===== config.mk =====
export PLATFORM = sky130hd
export DESIGN_NAME = movie_chunk_stream_decoder_core
export DESIGN_NICKNAME = d
export VERILOG_FILES = /design/src/rtl/mcsd_pkg.sv /design/src/rtl/mcsd_cfg_regs.sv /design/src/rtl/mcsd_parser.sv /design/src/rtl/mcsd_emitter.sv /design/src/rtl/movie_chunk_stream_decoder_core.sv
export SDC_FILE = /design/constraint.sdc
export NUM_CORES = 2
export LEC_CHECK = 0
export ABC_AREA = 1
export BUFFER_PORTS_ARGS = -buffer_cell sky130_fd_sc_hd__buf_2
export CORE_ASPECT_RATIO = 0.75
export CORE_MARGIN = 2
export CORE_UTILIZATION = 30
export CTS_CLUSTER_DIAMETER = 200
export DETAILED_ROUTE_END_ITERATION = 7
export HOLD_SLACK_MARGIN = 0.06
export PLACE_DENSITY_LB_ADDON = 0.25
export SLEW_MARGIN = 15
export SYNTH_ARGS = -nofsm -noshare
export SYNTH_HDL_FRONTEND = slang
export SYNTH_SLANG_ARGS = --single-unit

===== constraint.sdc =====
create_clock -name clk -period 10.8 [get_ports clk]
set_input_delay 0 -clock clk [delete_from_list [all_inputs] [get_ports clk]]
set_output_delay 0 -clock clk [all_outputs]
set_load 0.02 [all_outputs]

===== src/rtl/mcsd_pkg.sv =====
// Shared types, constants and helpers for the movie chunk stream decoder.
// No dependencies; every other file in rtl/ imports this package.
package mcsd_pkg;

  // Address width of pixel and ring addresses (wraps at 2^ADDR_BITS)
  localparam int ADDR_BITS     = 24;
  localparam int PAL_ENTRIES   = 256;
  localparam int PAL_IDX_BITS  = $clog2(PAL_ENTRIES);
  localparam int CFG_IDX_BITS  = 3;
  localparam int CFG_DATA_BITS = 24;

  // Configuration register indexes
  localparam logic [CFG_IDX_BITS-1:0] CFG_FRAME_BASE     = 3'd0;
  localparam logic [CFG_IDX_BITS-1:0] CFG_ROW_STRIDE     = 3'd1;
  localparam logic [CFG_IDX_BITS-1:0] CFG_RING_SIZE      = 3'd2;
  localparam logic [CFG_IDX_BITS-1:0] CFG_SERVE_SIZE     = 3'd3;
  localparam logic [CFG_IDX_BITS-1:0] CFG_OVERSCAN_COLOR = 3'd4;
  localparam logic [CFG_IDX_BITS-1:0] CFG_PALETTE_SHIFT  = 3'd5;

  // Reset values of the configuration registers
  localparam logic [15:0] ROW_STRIDE_RST  = 16'd200;
  localparam logic [15:0] RING_SIZE_RST   = 16'd22050;
  localparam logic [15:0] SERVE_SIZE_RST  = 16'd2205;
  localparam logic [1:0]  PAL_SHIFT_RST   = 2'd2;

  // Result kinds
  localparam logic [2:0] KIND_PIXEL   = 3'd0;
  localparam logic [2:0] KIND_PALETTE = 3'd1;
  localparam logic [2:0] KIND_AUDIO   = 3'd2;
  localparam logic [2:0] KIND_SERVED  = 3'd3;
  localparam logic [2:0] KIND_DONE    = 3'd4;

  // Chunk kinds after the type byte is decremented
  localparam logic [1:0] CHUNK_PALETTE = 2'd0;
  localparam logic [1:0] CHUNK_SOUND   = 2'd1;
  localparam logic [1:0] CHUNK_IMAGE   = 2'd2;
  localparam logic [1:0] CHUNK_DONE    = 2'd3;

  typedef struct packed {
    logic [ADDR_BITS-1:0] frame_base;
    logic [15:0]          row_stride;
    logic [15:0]          ring_size;
    logic [15:0]          serve_size;
    logic [7:0]           overscan_color;
    logic [1:0]           palette_shift;
  } cfg_t;

  // One result descriptor; quad expands into four beats at address+0..3
  typedef struct packed {
    logic [2:0]           kind;
    logic [ADDR_BITS-1:0] address;
    logic [7:0]           value;
    logic [7:0]           red;
    logic [7:0]           green;
    logic [7:0]           blue;
    logic                 quad;
  } res_t;

  // Palette component scaling, truncated to 8 bits
  function automatic logic [7:0] shade(input logic [7:0] c, input logic [1:0] sh);
    logic [7:0] r;
    r = c << sh;
    return r;
  endfunction

endpackage


===== src/rtl/mcsd_cfg_regs.sv =====
// Configuration register file of the movie chunk stream decoder.
// Depends on mcsd_pkg.
module mcsd_cfg_regs (
  input  logic                                clk,
  input  logic                                rst,
  input  logic                                cfg_wen,
  input  logic [mcsd_pkg::CFG_IDX_BITS-1:0]   cfg_index,
  input  logic [mcsd_pkg::CFG_DATA_BITS-1:0]  cfg_data,
  output mcsd_pkg::cfg_t                      cfg
);
  import mcsd_pkg::*;

  // Write-only registers, one per index; unknown indexes are ignored
  always_ff @(posedge clk) begin
    if (rst) begin
      cfg.frame_base     <= '0;
      cfg.row_stride     <= ROW_STRIDE_RST;
      cfg.ring_size      <= RING_SIZE_RST;
      cfg.serve_size     <= SERVE_SIZE_RST;
      cfg.overscan_color <= '0;
      cfg.palette_shift  <= PAL_SHIFT_RST;
    end else if (cfg_wen) begin
      case (cfg_index)
        CFG_FRAME_BASE:     cfg.frame_base     <= cfg_data[ADDR_BITS-1:0];
        CFG_ROW_STRIDE:     cfg.row_stride     <= cfg_data[15:0];
        CFG_RING_SIZE:      cfg.ring_size      <= cfg_data[15:0];
        CFG_SERVE_SIZE:     cfg.serve_size     <= cfg_data[15:0];
        CFG_OVERSCAN_COLOR: cfg.overscan_color <= cfg_data[7:0];
        CFG_PALETTE_SHIFT:  cfg.palette_shift  <= cfg_data[1:0];
        default: ;
      endcase
    end
  end

endmodule


===== src/rtl/mcsd_parser.sv =====
// Chunk parser: stream state machine, ring pointers and result descriptor.
// Depends on mcsd_pkg.
module mcsd_parser (
  input  logic           clk,
  input  logic           rst,
  input  logic           accept,
  input  logic           action,
  input  logic [7:0]     data_byte,
  input  mcsd_pkg::cfg_t cfg,
  output logic           res_valid,
  output mcsd_pkg::res_t res
);
  import mcsd_pkg::*;

  typedef enum logic [10:0] {
    PH_TYPE     = 11'b000_0000_0001,
    PH_SIZE     = 11'b000_0000_0010,
    PH_IGNSIZE  = 11'b000_0000_0100,
    PH_PAL      = 11'b000_0000_1000,
    PH_PALTRAIL = 11'b000_0001_0000,
    PH_SOUND    = 11'b000_0010_0000,
    PH_IMG_Y0   = 11'b000_0100_0000,
    PH_IMG_Y1   = 11'b000_1000_0000,
    PH_IMG_X    = 11'b001_0000_0000,
    PH_IMG_N    = 11'b010_0000_0000,
    PH_IMG_PIX  = 11'b100_0000_0000
  } phase_t;

  phase_t                  phase, phase_next;
  logic [1:0]              chunk_kind, chunk_kind_next;
  logic [31:0]             size_left, size_left_next;
  logic [1:0]              size_cnt, size_cnt_next;
  logic [1:0]              pal_lane, pal_lane_next;
  logic [PAL_IDX_BITS-1:0] pal_entry, pal_entry_next;
  logic [15:0]             held_color, held_color_next;
  logic [15:0]             row_offset, row_offset_next;
  logic [ADDR_BITS-1:0]    pixel_pointer, pixel_pointer_next;
  logic [7:0]              run_left, run_left_next;
  logic                    sound_dropping, sound_dropping_next;
  logic [15:0]             ring_write_pos, ring_write_pos_next;
  logic [15:0]             ring_read_pos, ring_read_pos_next;
  logic [31:0]             bytes_received, bytes_received_next;
  logic [31:0]             bytes_consumed, bytes_consumed_next;

  // Shared arithmetic
  logic [7:0]  type_dec;
  logic [31:0] size_or, size_dec1, size_dec2, fill_level, row_prod;
  logic [16:0] wr_inc, serve_sum;
  logic [7:0]  run_dec;

  assign type_dec   = data_byte - 8'd1;
  assign size_or    = size_left | (32'(data_byte) << {size_cnt, 3'b000});
  assign size_dec1  = (size_left > 32'd1) ? size_left - 32'd1 : '0;
  assign size_dec2  = (size_left > 32'd2) ? size_left - 32'd2 : '0;
  assign fill_level = bytes_received - bytes_consumed;
  assign wr_inc     = {1'b0, ring_write_pos} + 17'd1;
  assign serve_sum  = {1'b0, ring_read_pos} + {1'b0, cfg.serve_size};
  assign row_prod   = {data_byte, row_offset[7:0]} * cfg.row_stride;
  assign run_dec    = run_left - 8'd1;

  // Next state and result descriptor for the accepted beat
  always_comb begin
    phase_next          = phase;
    chunk_kind_next     = chunk_kind;
    size_left_next      = size_left;
    size_cnt_next       = size_cnt;
    pal_lane_next       = pal_lane;
    pal_entry_next      = pal_entry;
    held_color_next     = held_color;
    row_offset_next     = row_offset;
    pixel_pointer_next  = pixel_pointer;
    run_left_next       = run_left;
    sound_dropping_next = sound_dropping;
    ring_write_pos_next = ring_write_pos;
    ring_read_pos_next  = ring_read_pos;
    bytes_received_next = bytes_received;
    bytes_consumed_next = bytes_consumed;
    res_valid           = 1'b0;
    res                 = '0;

    if (accept) begin
      if (action) begin
        // Serve request: report block start, advance tail
        res_valid     = 1'b1;
        res.kind      = KIND_SERVED;
        res.address   = ADDR_BITS'(ring_read_pos);
        if (serve_sum >= {1'b0, cfg.ring_size})
          ring_read_pos_next = serve_sum[15:0] - cfg.ring_size;
        else
          ring_read_pos_next = serve_sum[15:0];
        bytes_consumed_next = bytes_consumed + 32'(cfg.serve_size);
      end else begin
        case (phase)
          PH_TYPE: begin
            size_cnt_next  = '0;
            size_left_next = '0;
            if (type_dec > 8'd3) begin
              phase_next = PH_IGNSIZE;
            end else begin
              chunk_kind_next = type_dec[1:0];
              phase_next      = PH_SIZE;
            end
          end
          PH_SIZE, PH_IGNSIZE: begin
            size_left_next = size_or;
            size_cnt_next  = size_cnt + 2'd1;
            if (size_cnt == 2'd3) begin
              phase_next = PH_TYPE;
              if (phase == PH_SIZE) begin
                case (chunk_kind)
                  CHUNK_PALETTE: begin
                    pal_lane_next   = '0;
                    pal_entry_next  = '0;
                    held_color_next = '0;
                    phase_next      = PH_PAL;
                  end
                  CHUNK_SOUND: begin
                    if (size_or != '0) begin
                      sound_dropping_next = fill_level >= 32'(cfg.ring_size);
                      phase_next          = PH_SOUND;
                    end
                  end
                  CHUNK_IMAGE: begin
                    if (size_or != '0) begin
                      row_offset_next = '0;
                      phase_next      = PH_IMG_Y0;
                    end
                  end
                  default: begin
                    res_valid = 1'b1;
                    res.kind  = KIND_DONE;
                  end
                endcase
              end
            end
          end
          PH_PAL: begin
            case (pal_lane)
              2'd0: begin
                held_color_next = {8'd0, data_byte};
                pal_lane_next   = 2'd1;
              end
              2'd1: begin
                held_color_next = {data_byte, held_color[7:0]};
                pal_lane_next   = 2'd2;
              end
              default: begin
                res_valid      = 1'b1;
                res.kind       = KIND_PALETTE;
                res.address    = ADDR_BITS'(pal_entry);
                res.red        = shade(held_color[7:0], cfg.palette_shift);
                res.green      = shade(held_color[15:8], cfg.palette_shift);
                res.blue       = shade(data_byte, cfg.palette_shift);
                pal_lane_next  = 2'd0;
                pal_entry_next = pal_entry + 1'b1;
                if (pal_entry == PAL_IDX_BITS'(PAL_ENTRIES - 1))
                  phase_next = PH_PALTRAIL;
              end
            endcase
          end
          PH_PALTRAIL: begin
            // Four overscan writes at frame base
            res_valid   = 1'b1;
            res.kind    = KIND_PIXEL;
            res.address = cfg.frame_base;
            res.value   = cfg.overscan_color;
            res.quad    = 1'b1;
            phase_next  = PH_TYPE;
          end
          PH_SOUND: begin
            if (!sound_dropping) begin
              res_valid   = 1'b1;
              res.kind    = KIND_AUDIO;
              res.address = ADDR_BITS'(ring_write_pos);
              res.value   = data_byte;
              ring_write_pos_next = (wr_inc >= {1'b0, cfg.ring_size}) ? '0 : wr_inc[15:0];
              bytes_received_next = bytes_received + 32'd1;
            end
            size_left_next = size_left - 32'd1;
            if (size_left == 32'd1)
              phase_next = PH_TYPE;
          end
          PH_IMG_Y0: begin
            row_offset_next = {8'd0, data_byte};
            phase_next      = PH_IMG_Y1;
          end
          PH_IMG_Y1: begin
            row_offset_next    = {data_byte, row_offset[7:0]};
            pixel_pointer_next = cfg.frame_base + row_prod[ADDR_BITS-1:0];
            size_left_next     = size_dec2;
            phase_next         = (size_dec2 != '0) ? PH_IMG_X : PH_TYPE;
          end
          PH_IMG_X: begin
            pixel_pointer_next = pixel_pointer + ADDR_BITS'(data_byte);
            phase_next         = PH_IMG_N;
          end
          PH_IMG_N: begin
            size_left_next = size_dec2;
            run_left_next  = data_byte;
            if (data_byte != 8'd0)
              phase_next = PH_IMG_PIX;
            else
              phase_next = (size_dec2 != '0) ? PH_IMG_X : PH_TYPE;
          end
          PH_IMG_PIX: begin
            res_valid          = 1'b1;
            res.kind           = KIND_PIXEL;
            res.address        = pixel_pointer;
            res.value          = data_byte;
            pixel_pointer_next = pixel_pointer + 1'b1;
            size_left_next     = size_dec1;
            run_left_next      = run_dec;
            if (run_dec == 8'd0)
              phase_next = (size_dec1 != '0) ? PH_IMG_X : PH_TYPE;
          end
          default: phase_next = PH_TYPE;
        endcase
      end
    end
  end

  // State registers
  always_ff @(posedge clk) begin
    if (rst) begin
      phase          <= PH_TYPE;
      chunk_kind     <= '0;
      size_left      <= '0;
      size_cnt       <= '0;
      pal_lane       <= '0;
      pal_entry      <= '0;
      held_color     <= '0;
      row_offset     <= '0;
      pixel_pointer  <= '0;
      run_left       <= '0;
      sound_dropping <= 1'b0;
      ring_write_pos <= '0;
      ring_read_pos  <= '0;
      bytes_received <= '0;
      bytes_consumed <= '0;
    end else begin
      phase          <= phase_next;
      chunk_kind     <= chunk_kind_next;
      size_left      <= size_left_next;
      size_cnt       <= size_cnt_next;
      pal_lane       <= pal_lane_next;
      pal_entry      <= pal_entry_next;
      held_color     <= held_color_next;
      row_offset     <= row_offset_next;
      pixel_pointer  <= pixel_pointer_next;
      run_left       <= run_left_next;
      sound_dropping <= sound_dropping_next;
      ring_write_pos <= ring_write_pos_next;
      ring_read_pos  <= ring_read_pos_next;
      bytes_received <= bytes_received_next;
      bytes_consumed <= bytes_consumed_next;
    end
  end

endmodule


===== src/rtl/mcsd_emitter.sv =====
// Result register: holds one descriptor and plays it out as one or four beats.
// Depends on mcsd_pkg.
module mcsd_emitter (
  input  logic                           clk,
  input  logic                           rst,
  input  logic                           load,
  input  mcsd_pkg::res_t                 res_in,
  output logic                           can_take,
  output logic                           out_valid,
  input  logic                           out_ready,
  output logic [2:0]                     kind,
  output logic [mcsd_pkg::ADDR_BITS-1:0] address,
  output logic [7:0]                     value,
  output logic [7:0]                     red,
  output logic [7:0]                     green,
  output logic [7:0]                     blue,
  output logic                           last
);
  import mcsd_pkg::*;

  res_t       desc;
  logic       busy;
  logic [1:0] beat;

  assign last      = !desc.quad || (beat == 2'd3);
  assign out_valid = busy;
  // Free for a new descriptor when empty or its final beat goes this cycle
  assign can_take  = !busy || (out_ready && last);

  assign kind    = desc.kind;
  assign address = desc.address + ADDR_BITS'(beat);
  assign value   = desc.value;
  assign red     = desc.red;
  assign green   = desc.green;
  assign blue    = desc.blue;

  // Beat sequencing
  always_ff @(posedge clk) begin
    if (rst) begin
      busy <= 1'b0;
      beat <= '0;
    end else begin
      if (busy && out_ready) begin
        if (last) busy <= 1'b0;
        else      beat <= beat + 2'd1;
      end
      if (load) begin
        busy <= 1'b1;
        beat <= '0;
      end
    end
  end

  // Payload
  always_ff @(posedge clk) begin
    if (load) desc <= res_in;
  end

endmodule


===== src/rtl/movie_chunk_stream_decoder_core.sv =====
// Top level of the movie chunk stream decoder.
// Depends on mcsd_pkg, mcsd_cfg_regs, mcsd_parser and mcsd_emitter.
//
// Usage:
//   Input channel (in_valid/in_ready): one beat per stream byte
//   (action = 0) or per audio serve request (action = 1).
//   Output channel (out_valid/out_ready): result beats (kind, address,
//   value, red, green, blue), last marking the final result of an input beat.
//   Configuration: cfg_wen/cfg_index/cfg_data, written while idle.
// Results of an input beat appear in the cycle after it is accepted.
// Throughput: one input beat per cycle while each causes at most one result
//   and the receiver is ready; the palette trailer byte causes four results
//   and holds the result register until all are taken. The parse state
//   machine and result register update in the same cycle: no wider bound.
// A beat that causes no result still waits for the result register to free.
// Reset (synchronous, rst high): parser waits for a type byte, all counters
//   and ring pointers clear, configuration returns to its default values.
// Receiver stall: the pending result is held; in_ready drops until its last
//   beat is taken.
module movie_chunk_stream_decoder_core (
  input  logic                               clk,
  input  logic                               rst,
  input  logic                               cfg_wen,
  input  logic [mcsd_pkg::CFG_IDX_BITS-1:0]  cfg_index,
  input  logic [mcsd_pkg::CFG_DATA_BITS-1:0] cfg_data,
  input  logic                               in_valid,
  output logic                               in_ready,
  input  logic                               action,
  input  logic [7:0]                         data_byte,
  output logic                               out_valid,
  input  logic                               out_ready,
  output logic [2:0]                         kind,
  output logic [mcsd_pkg::ADDR_BITS-1:0]     address,
  output logic [7:0]                         value,
  output logic [7:0]                         red,
  output logic [7:0]                         green,
  output logic [7:0]                         blue,
  output logic                               last
);
  import mcsd_pkg::*;

  cfg_t cfg;
  res_t res;
  logic res_valid;
  logic accept;

  assign accept = in_valid && in_ready;

  mcsd_cfg_regs u_cfg (
    .clk       (clk),
    .rst       (rst),
    .cfg_wen   (cfg_wen),
    .cfg_index (cfg_index),
    .cfg_data  (cfg_data),
    .cfg       (cfg)
  );

  mcsd_parser u_parser (
    .clk       (clk),
    .rst       (rst),
    .accept    (accept),
    .action    (action),
    .data_byte (data_byte),
    .cfg       (cfg),
    .res_valid (res_valid),
    .res       (res)
  );

  mcsd_emitter u_emit (
    .clk       (clk),
    .rst       (rst),
    .load      (accept && res_valid),
    .res_in    (res),
    .can_take  (in_ready),
    .out_valid (out_valid),
    .out_ready (out_ready),
    .kind      (kind),
    .address   (address),
    .value     (value),
    .red       (red),
    .green     (green),
    .blue      (blue),
    .last      (last)
  );

endmodule


; ---- After elaboration in Yosys (flattened, before gate mapping)
; Cells that the tools add are included.
[word_totals]
latchBits = 0
input_bits = 41
out_inout_bits = 62
rom_bits = 0
n_memories = 0
ram_bits = 0
ff_bits = 355
[classes]
bitwise = 8
multipliers = 1
div = 0
reduce_logical = 54
n_shift = 4
n_mux = 63
addsub = 17
order_cmp = 6
eq_ne = 35
[op_table]
columns = op, n
row1 = $pmux W32 S5, 1
row2 = $pmux W11 S9, 1
row3 = $pmux W24 S4, 1
row4 = $reduce_bool A32 Y1, 3
row5 = $mux W16, 5
row6 = $mux W11, 7
row7 = $pmux W24 S3, 1
row8 = $mux W32, 2
row9 = $mux W8, 8
row10 = $pmux W16 S2, 2
row11 = $pmux W8 S3, 2
row12 = $ge A17 B16 Y1, 2
row13 = $mux W34, 1
row14 = $pmux W11 S3, 1
row15 = $add A32 B1 Y32 const B, 1
row16 = $add A32 B16 Y32, 1
row17 = $eq A32 B1 Y1 const B, 1
row18 = $ge A32 B16 Y1, 1
row19 = $gt A32 B1 Y1 const B, 1
row20 = $gt A32 B2 Y1 const B, 1
row21 = $or A32 B32 Y32, 1
row22 = $pmux W8 S2, 2
row23 = $shl A8 B5 Y32, 1
row24 = $sub A32 B1 Y32 const B, 1
row25 = 66 further kinds, 140

; ---- Logic depth before layout (Yosys ltp)
[depth]
ltp_word = 11
mapped_depth = 28
ltp_nobuf = 26

; ---- By module
; Synthesis repeated with hierarchy kept, for this count alone.
[hier_totals]
hier_cells = 5245
hier_area_um2 = 34540.6
[by_module_without_submodules]
columns = module, cells_each, n_inst, area_per_inst_um2, seq_area_each_um2
row1 = mcsd_parser, 4516, 1, 28345.9, 4204.0
row2 = mcsd_cfg_regs, 469, 1, 3271.9, 1641.6
row3 = mcsd_emitter, 256, 1, 2905.3, 1861.8
row4 = movie_chunk_stream_decoder_core, 4, 1, 17.5, 0.0

; ---- Least setup slack after synthesis
; Ideal clock, no wire load.
[synth_timing]
path_type = reg2reg
from = register u_parser.row_offset[5]
to = register u_parser.pixel_pointer[19]
slack_ns = 5.174
path_stages_with_launch = 24
n_path_buf = 2
t_arrival_ns = 5.493
t_required_ns = 10.668
synth_period_minus_slack_ns = 5.626
path_cell_list = dfxtp_1 -> clkbuf_1 -> clkbuf_1 -> nand2_1 -> fa_1 -> inv_1 -> fa_1 -> inv_1 -> fa_1 -> inv_1 -> fa_1 -> fa_1 -> inv_1 -> fa_1 -> inv_1 -> ha_1 -> a21oi_1 -> o21a_1 -> nand2_1 -> a21oi_1 -> o21bai_1 -> xor2_1 -> o211ai_1 -> a21oi_1
[synth_via]
elab_chain_cells = 3
[synth_lines]
columns = item, line_no
row1 = "start, declared", mcsd_parser.sv:36  ; logic [15:0] row_offset, row_offset_next;
row2 = "start signal, assigned", mcsd_parser.sv:248  ; row_offset <= row_offset_next;
row3 = $mul A16 B16 Y24, mcsd_parser.sv:58  ; assign row_prod = {data_byte, row_offset[7:0]} * cfg.row_stride;
row4 = $add A24 B24 Y24, mcsd_parser.sv:189  ; pixel_pointer_next = cfg.frame_base + row_prod[ADDR_BITS-1:0];
row5 = $pmux W24 S3, mcsd_parser.sv:93  ; case (phase)
row6 = "end signal, assigned", mcsd_parser.sv:249  ; pixel_pointer <= pixel_pointer_next;
row7 = "end, declared", mcsd_parser.sv:37  ; logic [ADDR_BITS-1:0] pixel_pointer, pixel_pointer_next;
; Every way passes these cells.
; A chain may end at the register's enable or synchronous reset.

; ---- Worst setup path in the final report
[layout_timing]
from = register u_parser.row_offset[6]
to = register u_parser.pixel_pointer[23]
; The elaborated chain is that of the path after synthesis.

==> flow_metrics.tcl <==
set metrics [dict create \
    ys_ff_latch 355 \
    synth-edff-count 60 \
    area_delta_synth_final_pct 11.2 \
    synth_ff_type "dfxtp_1" \
    p_leak_nw 18.0 \
    preCtsSetupSlack_ns 4.61 \
    grt_pass1_vias 31100 \
    synth_xor_area_frac 0.0426 \
    critPathKind "flop to flop" \
    finalCritPeriodShare 0.570 \
    drc_errors 0 \
    ctsRootBufferMaster "clkbuf_16" \
    p_seq_frac 0.350 \
    async_flop_share 0 \
    syn_area_per_cell_um2 6.73 \
    drt_wl_total_um 129000 \
    grt_remaining_overflow 0 \
    synth_compound_area_frac 0.144 \
    maxClockFrequency_ghz 0.162 \
    startpoint_type "flop" \
    critPathMaxFanout 17 \
    synth-simple-area-share 0.264 \
    placed_area_um2 35600 \
    final_nets 5503 \
    p_int_mw 2.69 \
    start_util 0.303 \
    synth_cell_types 67 \
    hpwl_um 99500 \
    hold_viol 0 \
    grt_max_degree 58 \
    vias 33000 \
    slew_headroom 0.250 \
    worst_slack_ns 4.64 \
    stdcell_count 6611 \
    ir_drop_uv 105 \
    clock_latency_ns 0.62 \
    layout-drive-gt1-share 0.0573 \
    vias_per_cell 4.99 \
    cp.required_ns 11.33 \
    num_rows 106 \
    antenna_found_initial 6 \
    drt_iter0_drc 3362 \
    synth_top_family_by_area "simple AND/OR/NAND/NOR gates" \
    dp.cells 6474 \
    first_pass_iters 7 \
    syn-num-nets 5482 \
    synth_mux_area_frac 0 \
    synth_commonest_cells "nand2_1, inv_1, nor2_1" \
    yosys-top-cells-area "dfxtp_1, nand2_1, fa_1" \
    yosys_warnings 0 \
    worst_slew_pin_slew_ns 1.12 \
    seq_area_frac_synth 0.227 \
    cts_sinks 355 \
    cts_made_buffers 44 \
    hp-class "input pin to flop" \
    ioPinCount 103 \
    routabilityCongestion 0.987 \
    skew_ns 0.0332 \
    outcome "complete, no violations" \
    drv_cap 0 \
    clockPowerShare 0.405 \
    fin_area_um2 37700 \
    cts_resized 0 \
    p_sw_frac 0.335 \
    setup_viol 0 \
    setup_tns_ns 0 \
    pwr-share-comb 0.245 \
    grt.total_usage 0.221 \
    min_period_ns 6.16 \
    post-synth-top-count-cell "nand2_1" \
    power.density_nw_per_um2 108 \
    io_buffer_count 102 \
    cts_buffer_depth 3 \
    crit_arrival_ns 6.68 \
    htree_num_levels 2 \
    syn_area_um2 33900 \
    antenna_left 0 \
    core_area_um2 112000 \
    synth_fa_ha_area_frac 0.192 \
    maxSlewViolCount 0 \
    synth_top_area_cell "dfxtp_1" \
    wl_per_cell_um 19.5 \
    die_x_um 392 \
    cts_tree "done" \
    die_h_um 295 \
    path_clk_slew_ns 0.06 \
    cp-end-kind "flop" \
    synth_cells 5038 \
    dieArea_um2 116000 \
    synth_top_area_frac 0.174 \
    grt_pass1_wl_um 194000 \
    grt_setup_unrepaired "false" \
    switchingPower_mw 1.36 \
]
## cell usage in the layout (no fill, tap or decap), types with 11 or more instances in the layout
cell type | Yosys | routed
nor4_1 | 22 | 21
o221ai_1 | 16 | 16
o22ai_1 | 21 | 21
o21a_1 | 17 | 17
ha_1 | 207 | 207
a22oi_1 | 11 | 11
clkbuf_16 | 0 | 44
o21ai_0 | 311 | 311
or2_2 | 11 | 11
dlygate4sd3_1 | 0 | 51
nor2_2 | 12 | 12
a31oi_1 | 21 | 21
nand3_1 | 225 | 225
o21bai_1 | 12 | 12
fa_1 | 196 | 196
nor3_1 | 81 | 81
inv_1 | 884 | 883
xor2_1 | 112 | 112
inv_2 | 17 | 18
a211oi_1 | 19 | 19
edfxtp_1 | 60 | 60
nor2_1 | 450 | 448
buf_4 | 39 | 33
nand2_1 | 1195 | 1195
o211ai_1 | 22 | 22
dfxtp_1 | 295 | 295
xnor2_1 | 53 | 53
buf_2 | 25 | 101
a221oi_1 | 15 | 15
nand4_1 | 72 | 72
a21oi_1 | 372 | 372
## stage by stage
stage / hold WS [ns] / utilization / power [mW]
2_1_floorplan: 0.126 / - / 2.13
3_3_place_gp: 0.234 / 0.318 / 2.42
3_5_place_dp: 0.242 / 0.318 / 2.42
4_1_cts: 0.157 / 0.337 / 4.09
5_1_grt: 0.207 / 0.337 / 4.28
6_report: 0.190 / 0.337 / 4.05
## cell families (layout without fill, tap and decap cells)
family	count (synthesis)	count (layout)
flip-flops	355	355
adder cells (fa/ha/maj)	403	403
other	0	4
XOR/XNOR	165	165
AO/OA/AOI/OAI	876	876
buffers and inverters	1119	1176
AND/OR/NAND/NOR	2120	2120
## area by class of cell
cell class | instances | area [um^2]
Sequential cell | 355 | 7710
Clock buffer | 58 | 1220
Tap cell | 1512 | 1890
Antenna cell | 4 | 10.0
Multi-Input combinational cell | 3564 | 21800
Timing Repair Buffer | 185 | 1260
Fill cell | 12200 | 74100
Clock inverter | 24 | 339
Inverter | 909 | 3420
## critical path, cell delays in order, from the launching register on
cell and delay [ns]:
dfxtp_1 0.86, nand2_1 0.18, fa_1 0.58, inv_1 0.07, fa_1 0.53, inv_1 0.06
fa_1 0.53, inv_1 0.05, fa_1 0.50, fa_1 0.56, inv_1 0.06, fa_1 0.53
inv_1 0.04, ha_1 0.33, inv_1 0.09, nor3_1 0.26, nand2_1 0.08, inv_1 0.08
nand2_1 0.05, nand2_1 0.06, a31oi_1 0.06, nand3b_1 0.23, nand3_1 0.08, nand2_1 0.06
a21oi_1 0.13
## repair_timing
item | in CTS | in global routing
setup buffers | 0 | 0
endpoints found under the hold margin | 161 | 0
hold buffers | 51 | 0
## layer usage
| metal | GRT usage | vias to the layer above | wire, um |
|---|---|---|---|
| met3 | 0.0610 | 150 | 14100 |
| li1 | - | 16100 | - |
| met2 | 0.303 | 1325 | 49000 |
| met4 | 0.0551 | 8 | 3030 |
| met1 | 0.335 | 15500 | 62400 |
| met5 | 0 | - | 55 |
## power groups by stage
stage / Sequential [mW] / Combinational [mW] / Clock, mW
after floorplan: 1.42 / 0.708 / 0
after global placement: 1.44 / 0.972 / 0
after detailed placement: 1.45 / 0.976 / 0
after CTS: 1.42 / 0.993 / 1.68
after global routing: 1.42 / 1.13 / 1.73
final: 1.42 / 0.992 / 1.64
## worst paths after layout
kind / startpoint / endpoint / slack [ns] / cells past startpoint
worst max register to register: u_parser.row_offset[6] / u_parser.pixel_pointer[23] / 4.64 / 24
worst min register to register: u_parser.held_color[4] / u_parser.held_color[4] / 0.47 / 2
worst max-delay path: u_parser.row_offset[6] / u_parser.pixel_pointer[23] / 4.64 / 24
worst min-delay path: cfg_data[22] / u_cfg.cfg[80] / 0.19 / 4
## registers in the layout, summed over array words and instances, names as in the netlist, 3 cells and up
| register | cells |
|---|---|
| u_parser.phase | 11 |
| u_emit.red | 8 |
| u_parser.ring_write_pos | 16 |
| u_cfg.cfg | 82 |
| u_parser.ring_read_pos | 16 |
| u_emit.value | 8 |
| u_parser.size_left | 32 |
| u_parser.bytes_consumed | 32 |
| u_parser.held_color | 16 |
| u_emit.blue | 8 |
| u_emit.desc | 25 |
| u_emit.kind | 3 |
| u_emit.green | 8 |
| u_parser.pixel_pointer | 24 |
| u_parser.bytes_received | 32 |
| u_parser.row_offset | 8 |
| u_parser.pal_entry | 8 |
| u_parser.run_left | 8 |
Power figures use the tool's default switching activity.
